[config.mk]
export PLATFORM = sky130hd
export DESIGN_NAME = uart_8n1_transceiver_top_flat
export DESIGN_NICKNAME = d
export VERILOG_FILES = /design/src/rtl/uart8n1_pkg.sv /design/src/rtl/uart8n1_in_if.sv /design/src/rtl/uart8n1_out_if.sv /design/src/rtl/uart_8n1_transceiver_top.sv /design/src/flat_wrapper.sv
export SDC_FILE = /design/constraint.sdc
export NUM_CORES = 1
export LEC_CHECK = 0
export BUFFER_PORTS_ARGS = -buffer_cell sky130_fd_sc_hd__buf_2
export CORE_ASPECT_RATIO = 1.4
export CORE_MARGIN = 3
export CORE_UTILIZATION = 50
export DETAILED_ROUTE_END_ITERATION = 7
export PLACE_DENSITY = 0.76
export REMOVE_ABC_BUFFERS = 1
export SETUP_SLACK_MARGIN = 0.2
export SYNTH_ARGS = -nofsm -noshare
export SYNTH_HDL_FRONTEND = slang
export SYNTH_SLANG_ARGS = --single-unit
[constraint.sdc]
create_clock -name clk -period 9.6 [get_ports clk]
set_clock_uncertainty 0.15 [all_clocks]
set_input_delay 1.92 -clock clk [delete_from_list [all_inputs] [get_ports clk]]
set_output_delay 1.92 -clock clk [all_outputs]
set_load 0.02 [all_outputs]
[src/rtl/uart8n1_pkg.sv]
// Shared types and constants for the 8N1 UART transceiver.
// No dependencies; imported by the channel interfaces and the top level.
package uart8n1_pkg;

  localparam int unsigned BIT_PERIOD_W = 16;
  localparam int unsigned DATA_W       = 8;
  localparam int unsigned BIT_CNT_W    = 4;

  localparam logic [BIT_PERIOD_W-1:0] BIT_PERIOD_RST = 16'd104;

  // Transmit bit counter: bits finished so far
  localparam logic [BIT_CNT_W-1:0] TX_LAST_DATA = 4'd8;
  localparam logic [BIT_CNT_W-1:0] TX_STOP      = 4'd9;

  // Receive counters: data bits, then trailing bit periods
  localparam logic [BIT_CNT_W-1:0] RX_DATA_BITS  = 4'd8;
  localparam logic [BIT_CNT_W-1:0] RX_TRAIL_BITS = 4'd2;

  // One result transaction
  typedef struct packed {
    logic              tx_line;
    logic              tx_busy;
    logic              rx_valid;
    logic [DATA_W-1:0] rx_data;
  } uart8n1_res_t;

endpackage

[src/rtl/uart8n1_in_if.sv]
// Input channel: one clock tick of line sampling plus a transmit request.
// Depends on uart8n1_pkg.
interface uart8n1_in_if
  import uart8n1_pkg::*;
();
  logic              valid;
  logic              ready;
  logic              rx_line;
  logic              tx_start;
  logic [DATA_W-1:0] tx_byte;

  modport source (output valid, rx_line, tx_start, tx_byte, input ready);
  modport sink   (input valid, rx_line, tx_start, tx_byte, output ready);
endinterface

[src/rtl/uart8n1_out_if.sv]
// Result channel: line levels and received byte for one tick.
// Depends on uart8n1_pkg.
interface uart8n1_out_if
  import uart8n1_pkg::*;
();
  logic              valid;
  logic              ready;
  logic              tx_line;
  logic              tx_busy;
  logic              rx_valid;
  logic [DATA_W-1:0] rx_data;

  modport source (output valid, tx_line, tx_busy, rx_valid, rx_data, input ready);
  modport sink   (input valid, tx_line, tx_busy, rx_valid, rx_data, output ready);
endinterface

[src/rtl/uart_8n1_transceiver_top.sv]
// Bit-timed 8N1 UART transceiver: transmitter, receiver and output skid stage.
// Depends on uart8n1_pkg, uart8n1_in_if and uart8n1_out_if.
//
// Usage:
//   in_ch  : one transaction per clock tick of the serial timebase, carrying the
//            sampled receive line, a transmit request and the byte to send.
//   out_ch : one transaction per input transaction: transmit line level, busy
//            flag, and a received byte flagged by rx_valid (rx_data 0 otherwise).
//   cfg_we/cfg_wdata : writes bit_period (ticks per serial bit); write only
//            while the block is idle.
//   Each accepted transaction updates the UART state in the same cycle and its
//   result appears on out_ch the next cycle unless out_ch stalls; throughput is one
//   transaction per cycle while out_ch does not stall, set by the single state/result register stage.
//   A two-entry output stage (result register plus skid register) keeps in_ch
//   ready driven from a register; when out_ch stalls, one further transaction
//   is taken into the skid register and in_ch ready then drops until the
//   receiver takes a result.
//   Reset (rst_n low, synchronous) sets bit_period to 104, idles both
//   directions with the transmit line high, and empties the output stage.
module uart_8n1_transceiver_top
  import uart8n1_pkg::*;
(
  input  logic                    clk,
  input  logic                    rst_n,
  uart8n1_in_if.sink              in_ch,
  uart8n1_out_if.source           out_ch,
  input  logic                    cfg_we,
  input  logic [BIT_PERIOD_W-1:0] cfg_wdata
);

  typedef enum logic [1:0] {
    RX_IDLE  = 2'd0,
    RX_DATA  = 2'd1,
    RX_TRAIL = 2'd2
  } rx_phase_t;

  logic [BIT_PERIOD_W-1:0] bit_period_r;

  logic [DATA_W-1:0]       tx_shift_r,     tx_shift_nxt;
  logic [BIT_CNT_W-1:0]    tx_bit_count_r, tx_bit_count_nxt;
  logic [BIT_PERIOD_W-1:0] tx_timer_r,     tx_timer_nxt;
  logic                    tx_active_r,    tx_active_nxt;
  logic                    tx_level_r,     tx_level_nxt;

  logic [DATA_W-1:0]       rx_shift_r,     rx_shift_nxt;
  logic [BIT_CNT_W-1:0]    rx_bit_count_r, rx_bit_count_nxt;
  logic [BIT_PERIOD_W-1:0] rx_timer_r,     rx_timer_nxt;
  rx_phase_t               rx_phase_r,     rx_phase_nxt;

  logic [BIT_PERIOD_W-1:0] tx_timer_inc, rx_timer_inc;
  logic                    tx_bit_end,   rx_bit_end;
  logic [BIT_CNT_W-1:0]    tx_cnt_inc,   rx_cnt_inc;
  logic                    rx_deliver;

  uart8n1_res_t            res;
  uart8n1_res_t            out_r, skid_r;
  logic                    out_valid_r, skid_valid_r;
  logic                    accept;

  // Handshake: ready comes straight from the skid register
  assign in_ch.ready = !skid_valid_r;
  assign accept      = in_ch.valid && in_ch.ready;

  // Configuration register
  always_ff @(posedge clk) begin
    if (!rst_n) begin
      bit_period_r <= BIT_PERIOD_RST;
    end else if (cfg_we) begin
      bit_period_r <= cfg_wdata;
    end
  end

  // Bit timers: a bit ends once the count reaches the period or wraps
  assign tx_timer_inc = tx_timer_r + 1'b1;
  assign rx_timer_inc = rx_timer_r + 1'b1;
  assign tx_bit_end   = (tx_timer_inc >= bit_period_r) || (tx_timer_inc == '0);
  assign rx_bit_end   = (rx_timer_inc >= bit_period_r) || (rx_timer_inc == '0);
  assign tx_cnt_inc   = tx_bit_count_r + 1'b1;
  assign rx_cnt_inc   = rx_bit_count_r + 1'b1;

  // Transmitter next state
  always_comb begin
    tx_shift_nxt     = tx_shift_r;
    tx_bit_count_nxt = tx_bit_count_r;
    tx_timer_nxt     = tx_timer_r;
    tx_active_nxt    = tx_active_r;
    tx_level_nxt     = tx_level_r;
    if (!tx_active_r) begin
      // start bit goes out on the request tick
      if (in_ch.tx_start) begin
        tx_active_nxt    = 1'b1;
        tx_level_nxt     = 1'b0;
        tx_shift_nxt     = in_ch.tx_byte;
        tx_bit_count_nxt = '0;
        tx_timer_nxt     = '0;
      end
    end else if (!tx_bit_end) begin
      tx_timer_nxt = tx_timer_inc;
    end else begin
      tx_timer_nxt     = '0;
      tx_bit_count_nxt = tx_cnt_inc;
      if (tx_cnt_inc <= TX_LAST_DATA) begin
        tx_level_nxt = tx_shift_r[0];
        tx_shift_nxt = tx_shift_r >> 1;
      end else if (tx_cnt_inc == TX_STOP) begin
        tx_level_nxt = 1'b1;
      end else begin
        tx_active_nxt    = 1'b0;
        tx_level_nxt     = 1'b1;
        tx_bit_count_nxt = '0;
      end
    end
  end

  // Receiver next state
  always_comb begin
    rx_shift_nxt     = rx_shift_r;
    rx_bit_count_nxt = rx_bit_count_r;
    rx_timer_nxt     = rx_timer_r;
    rx_phase_nxt     = rx_phase_r;
    rx_deliver       = 1'b0;
    case (rx_phase_r)
      RX_DATA: begin
        if (rx_bit_end) begin
          rx_timer_nxt = '0;
          rx_shift_nxt = rx_shift_r;
          rx_shift_nxt[rx_bit_count_r[2:0]] = rx_shift_r[rx_bit_count_r[2:0]] | in_ch.rx_line;
          rx_bit_count_nxt = rx_cnt_inc;
          if (rx_cnt_inc >= RX_DATA_BITS) begin
            rx_phase_nxt     = RX_TRAIL;
            rx_bit_count_nxt = '0;
          end
        end else begin
          rx_timer_nxt = rx_timer_inc;
        end
      end
      RX_TRAIL: begin
        if (rx_bit_end) begin
          rx_timer_nxt     = '0;
          rx_bit_count_nxt = rx_cnt_inc;
          if (rx_cnt_inc >= RX_TRAIL_BITS) begin
            rx_deliver       = 1'b1;
            rx_phase_nxt     = RX_IDLE;
            rx_bit_count_nxt = '0;
          end
        end else begin
          rx_timer_nxt = rx_timer_inc;
        end
      end
      default: begin
        // idle, and the unused code: wait for a low line
        rx_phase_nxt = RX_IDLE;
        if (!in_ch.rx_line) begin
          rx_phase_nxt     = RX_DATA;
          rx_timer_nxt     = '0;
          rx_bit_count_nxt = '0;
          rx_shift_nxt     = '0;
        end
      end
    endcase
  end

  // Result of this tick, from the updated state
  always_comb begin
    res.tx_line  = tx_level_nxt;
    res.tx_busy  = tx_active_nxt;
    res.rx_valid = rx_deliver;
    res.rx_data  = rx_deliver ? rx_shift_r : '0;
  end

  // UART state, advanced once per accepted transaction
  always_ff @(posedge clk) begin
    if (!rst_n) begin
      tx_shift_r     <= '0;
      tx_bit_count_r <= '0;
      tx_timer_r     <= '0;
      tx_active_r    <= 1'b0;
      tx_level_r     <= 1'b1;
      rx_shift_r     <= '0;
      rx_bit_count_r <= '0;
      rx_timer_r     <= '0;
      rx_phase_r     <= RX_IDLE;
    end else if (accept) begin
      tx_shift_r     <= tx_shift_nxt;
      tx_bit_count_r <= tx_bit_count_nxt;
      tx_timer_r     <= tx_timer_nxt;
      tx_active_r    <= tx_active_nxt;
      tx_level_r     <= tx_level_nxt;
      rx_shift_r     <= rx_shift_nxt;
      rx_bit_count_r <= rx_bit_count_nxt;
      rx_timer_r     <= rx_timer_nxt;
      rx_phase_r     <= rx_phase_nxt;
    end
  end

  // Output register with skid register behind it
  always_ff @(posedge clk) begin
    if (!rst_n) begin
      out_valid_r  <= 1'b0;
      skid_valid_r <= 1'b0;
    end else if (!out_valid_r || out_ch.ready) begin
      if (skid_valid_r) begin
        out_r        <= skid_r;
        out_valid_r  <= 1'b1;
        skid_valid_r <= 1'b0;
      end else begin
        out_r       <= res;
        out_valid_r <= accept;
      end
    end else if (accept) begin
      skid_r       <= res;
      skid_valid_r <= 1'b1;
    end
  end

  assign out_ch.valid    = out_valid_r;
  assign out_ch.tx_line  = out_r.tx_line;
  assign out_ch.tx_busy  = out_r.tx_busy;
  assign out_ch.rx_valid = out_r.rx_valid;
  assign out_ch.rx_data  = out_r.rx_data;

  // Skid register is only filled behind a stalled output register
  a_skid_behind_out: assert property (@(posedge clk) disable iff (!rst_n)
    skid_valid_r |-> out_valid_r)
    else $error("skid register holds a result while output register is empty");

  // A stalled, full output stage holds everything
  a_full_stall_holds: assert property (@(posedge clk) disable iff (!rst_n)
    (skid_valid_r && !out_ch.ready) |=> (skid_valid_r && $stable(skid_r) && $stable(out_r)))
    else $error("full output stage changed under stall");

  // Idle transmitter drives the line high
  a_tx_idle_high: assert property (@(posedge clk) disable iff (!rst_n)
    !tx_active_r |-> tx_level_r)
    else $error("transmit line low while transmitter idle");

  // Receive bit counter stays within its phase
  a_rx_count_range: assert property (@(posedge clk) disable iff (!rst_n)
    ((rx_phase_r == RX_DATA) |-> (rx_bit_count_r < RX_DATA_BITS)) and
    ((rx_phase_r == RX_TRAIL) |-> (rx_bit_count_r < RX_TRAIL_BITS)))
    else $error("receive bit counter out of range");

  // Transmit counter never passes the stop bit while busy
  a_tx_count_range: assert property (@(posedge clk) disable iff (!rst_n)
    tx_active_r |-> (tx_bit_count_r <= TX_STOP))
    else $error("transmit bit counter out of range");

endmodule
[src/flat_wrapper.sv]
// flat-port wrapper written by rule: the top's interface ports become plain ports
module uart_8n1_transceiver_top_flat import uart8n1_pkg::*;
  (clk, rst_n, cfg_we, cfg_wdata, in_ch_valid, in_ch_rx_line, in_ch_tx_start, in_ch_tx_byte, in_ch_ready, out_ch_valid, out_ch_tx_line, out_ch_tx_busy, out_ch_rx_valid, out_ch_rx_data, out_ch_ready);
  uart8n1_in_if in_ch_i ();
  uart8n1_out_if out_ch_i ();
  input  logic clk;
  input  logic rst_n;
  input  logic cfg_we;
  input  logic [BIT_PERIOD_W-1:0] cfg_wdata;
  input wire logic [$bits(in_ch_i.valid)-1:0] in_ch_valid;
  input wire logic [$bits(in_ch_i.rx_line)-1:0] in_ch_rx_line;
  input wire logic [$bits(in_ch_i.tx_start)-1:0] in_ch_tx_start;
  input wire logic [$bits(in_ch_i.tx_byte)-1:0] in_ch_tx_byte;
  output wire logic [$bits(in_ch_i.ready)-1:0] in_ch_ready;
  output wire logic [$bits(out_ch_i.valid)-1:0] out_ch_valid;
  output wire logic [$bits(out_ch_i.tx_line)-1:0] out_ch_tx_line;
  output wire logic [$bits(out_ch_i.tx_busy)-1:0] out_ch_tx_busy;
  output wire logic [$bits(out_ch_i.rx_valid)-1:0] out_ch_rx_valid;
  output wire logic [$bits(out_ch_i.rx_data)-1:0] out_ch_rx_data;
  input wire logic [$bits(out_ch_i.ready)-1:0] out_ch_ready;
  assign in_ch_i.valid = in_ch_valid;
  assign in_ch_i.rx_line = in_ch_rx_line;
  assign in_ch_i.tx_start = in_ch_tx_start;
  assign in_ch_i.tx_byte = in_ch_tx_byte;
  assign in_ch_ready = in_ch_i.ready;
  assign out_ch_valid = out_ch_i.valid;
  assign out_ch_tx_line = out_ch_i.tx_line;
  assign out_ch_tx_busy = out_ch_i.tx_busy;
  assign out_ch_rx_valid = out_ch_i.rx_valid;
  assign out_ch_rx_data = out_ch_i.rx_data;
  assign out_ch_i.ready = out_ch_ready;
  uart_8n1_transceiver_top u_core (.clk(clk), .rst_n(rst_n), .in_ch(in_ch_i), .out_ch(out_ch_i), .cfg_we(cfg_we), .cfg_wdata(cfg_wdata));
endmodule
==> flow_summary.toml <==
[logic_synthesis]
top_ff_cell_synth = "dfxtp_1"
post_synth_inst_count = 704
ys_ff_latch = 100
synth.yosys.seq_area_share_pct = 36.1
yosys_warnings = 0
synth_async_sr_flop_share_pct = 0
synth_area_um2 = 6150
synth.lib_cells_used.distinct = 72
post_synth.cell_area_avg_um2 = 8.74
synth_enable_flop_cells = 22

[cts]
clkSinkCount = 100
cts-htree-levels = 3
postCtsResizedCells = 0
clock_slew_at_the_register_clock_pins_of_the_worst_setup_and_hold_paths_ps = 70
clock_path_buffers = 2
worstSkewPairLatency_ps = 350
cts_tree = "built"
tritoncts.num_buffers = 9
postCtsSetupRepairBufs = 0
cts-root-buf = "clkbuf_16"
cts-hold-fix-buffers = 0

[power]
maximum_resistive_drop_on_vdd_mv = 0.104
power_switching_w = 0.000231
power_density_nw_per_um2 = 139
leakagePower_nw = 2.74
power_switching_share_pct = 24.8
p_total_w = 0.000929
p_clk_share_pct = 41.5
power_frac_seq_pct = 48.6
power_frac_comb_pct = 9.9
power_report.internal_total_w = 0.000698

[setup_path]
peak_per_stage_delay_on_the_critical_path_ps = 500
worst_r2r_path_depth = 13
path_cells = "ha_1, nand4_1, or3_1, and2_1, or2_2, ha_1, a21oi_1, o21ai_0, a211o_1, a211oi_1, o32ai_4, o311a_1, mux2_2"
worstReg2RegEnd = "u_core.out_ch.rx_valid$_DFFE_PP_"
critical_path_class = "reg -> reg"
startpoint_type = "flip-flop"
worst_path_most_repeated_cell = "ha_1"
timing.rr.start = "u_core.rx_timer_r[0]$_SDFFE_PN0P_"
crit_arrival_ps = 4630
ff2ff_setup_slack_ps = 4920
endpoint_kind = "flip-flop"
worst-path-max-fanout = 18
critical_path.slowest_cell = "or3_1"
crit_required_ps = 9550

[detailed_routing]
post_drt_via_cell_ratio = 6.09
count_of_routing_violations_after_the_opening_detailed_route_iteration = 342
postRouteAntennaNets = 0
detailroute.via_count = 5250
detail_route.drc_violations = 0
drt-wirelength-per-cell_um = 16.2
routed_wirelength_um = 14000
drtPass1Iterations = 5

[global_routing]
via_count_of_the_first_global_routing_pass = 5080
grt_first_pass_wirelength_um = 23600
grt_overflow = 0
grtUsageTotal_pct = 21.1
number_of_antenna_violations_at_the_first_check_in_global_routing = 0
largest_net_degree_at_the_start_of_global_routing = 37

[hold_path]
holdPathEnd = "u_core.tx_shift_r[7]$_SDFFE_PN0P_"
worstHoldStart = "u_core.tx_shift_r[7]$_SDFFE_PN0P_"
hold-path-cell-count = 2
hold_path.class = "reg -> reg"

[die]
fp.coreArea_um2 = 11900
vertical_die_dimension_um = 137
floorplan.die_area_um2 = 13700
die_w_um = 99.8
top_level_ports = 44
core.rowCount = 47
start_util_pct = 51.6

[timing]
max_clock_freq_ghz = 0.213
tns_ps = 0
fin_crit_sh_pct = 48.8
timing.final.max_slew_violations = 0
timing.slew.headroom_pct = 24.3
hold_viol_final = 0
timing_worst_slew_pin_value_ps = 1130
min_period_ps = 4680
finalSetupViolCount = 0
grt_setup_unrepaired = "no"

[placed_design]
port_buffers = 43
place_hpwl_um = 10300
gp_congestion = 0.933

[final_layout]
antenna_cells_inserted = 0
layout_common_cells = "nor2_1, dfxtp_1, nand2_1, buf_2, ha_1"
finalNetCount = 782
fraction_of_final_layout_cells_with_drive_strength_greater_than_1_pct = 13.3
syn2layout_area_growth_pct = 8.36
layout.cells.most_common = "nor2_1"
fillers = 1085

[job]
max-cap-violations = 0

[run_status]
outcome = "complete, no violations"
==> worst max-delay path by stage <==
stage / cells after the start / slack [ps] / start / to
floorplan: 3 / 5330 / in_ch_tx_start / u_core.tx_shift_r[0]$_SDFFE_PN0P_
global placement: 13 / 5220 / u_core.rx_timer_r[0]$_SDFFE_PN0P_ / u_core.out_ch.rx_valid$_DFFE_PP_
detailed placement: 13 / 4980 / u_core.rx_timer_r[0]$_SDFFE_PN0P_ / u_core.out_ch.rx_valid$_DFFE_PP_
CTS: 13 / 4970 / u_core.rx_timer_r[0]$_SDFFE_PN0P_ / u_core.out_ch.rx_valid$_DFFE_PP_
global route: 13 / 4700 / u_core.rx_timer_r[0]$_SDFFE_PN0P_ / u_core.out_ch.rx_valid$_DFFE_PP_
finish: 13 / 4920 / u_core.rx_timer_r[0]$_SDFFE_PN0P_ / u_core.out_ch.rx_valid$_DFFE_PP_
==> Yosys cell counts, types with 13 or more instances <==
cell | number | share of area, %
nor2_1 | 80 | 4.9
dfxtp_1 | 78 | 25
nand2_1 | 48 | 2.9
ha_1 | 41 | 8.3
a21oi_1 | 36 | 2.9
inv_1 | 35 | 2.1
clkbuf_1 | 28 | 1.7
mux2i_1 | 26 | 4.2
o21ai_0 | 23 | 1.9
edfxtp_1 | 22 | 11
nand3_1 | 20 | 1.6
and2_1 | 19 | 1.9
xor2_1 | 17 | 2.4
xnor2_1 | 16 | 2.3
nand4_1 | 15 | 1.5
a31o_2 | 14 | 2.0
nor3_1 | 14 | 1.1
a22oi_1 | 13 | 1.6
==> layout make-up <==
class                   count  area [µm²]  area share (%)
multi-input cells         519        3580            53.7
flip-flops and latches    100        2220            33.3
clock buffers              11         254            3.81
repair buffers             45         230            3.45
well taps                 147         184            2.76
inverters                  35         131            1.97
clock inverters             5        63.8           0.957
==> power groups by stage <==
stage,clock network (W),logic (W),registers [W]
6_report,0.000385,0.0000924,0.000451
5_1_grt,0.000406,0.000104,0.000453
4_1_cts,0.000391,0.0000926,0.000451
3_5_place_dp,0,0.0000922,0.000461
3_3_place_gp,0,0.0000885,0.000460
2_1_floorplan,0,0.0000580,0.000462
==> state kept, by name, summed over array words and instances (netlist names), 2 cells and up <==
signal / count
u_core.bit_period_r: 16
u_core.out_ch.rx_data: 8
u_core.rx_bit_count_r: 4
u_core.rx_phase_r: 2
u_core.rx_shift_r: 8
u_core.rx_timer_r: 16
u_core.skid_r: 11
u_core.tx_bit_count_r: 4
u_core.tx_shift_r: 8
u_core.tx_timer_r: 16
==> logic make-up (layout without fill, tap and decap cells) <==
group,count (synthesis),count (layout),synth area share [%]
flip-flops,100,100,36.1
buffers and inverters,85,96,5.73
XOR/XNOR,33,33,4.70
adder cells (fa/ha/maj),41,41,8.33
multiplexers,29,29,4.78
AO/OA/AOI/OAI,160,160,19.2
AND/OR/NAND/NOR,256,256,21.2
==> worst max-delay path, delay by kind of cell (launching register included) <==
family | cells | cell delay, ps
compound gates | 6 | 1710
fa+ha+maj | 2 | 520
flops | 1 | 440
mux | 1 | 350
simple gates | 4 | 1260
==> routing by layer <==
| metal | vias to the layer above | wire length [µm] | global-route usage (%) |
|---|---|---|---|
| met5 | - | 0 | 0 |
| met4 | 0 | 423 | 9.64 |
| met3 | 36 | 621 | 2.94 |
| met2 | 164 | 7300 | 38.5 |
| met1 | 2475 | 5620 | 24.1 |
| li1 | 2575 | - | - |
==> through the flow <==
step,instance area (µm²),hold WS (ps),worst slack (ps),utilization (%),instances
finish,6670,320,4920,55.9,862
global route,6670,353,4700,55.9,862
CTS,6670,320,4970,55.9,862
detailed placement,6350,309,4980,53.2,846
global placement,6350,305,5220,53.2,846
floorplan,5930,297,5330,-,654
Note: power is estimated with default switching activity, not from simulation.
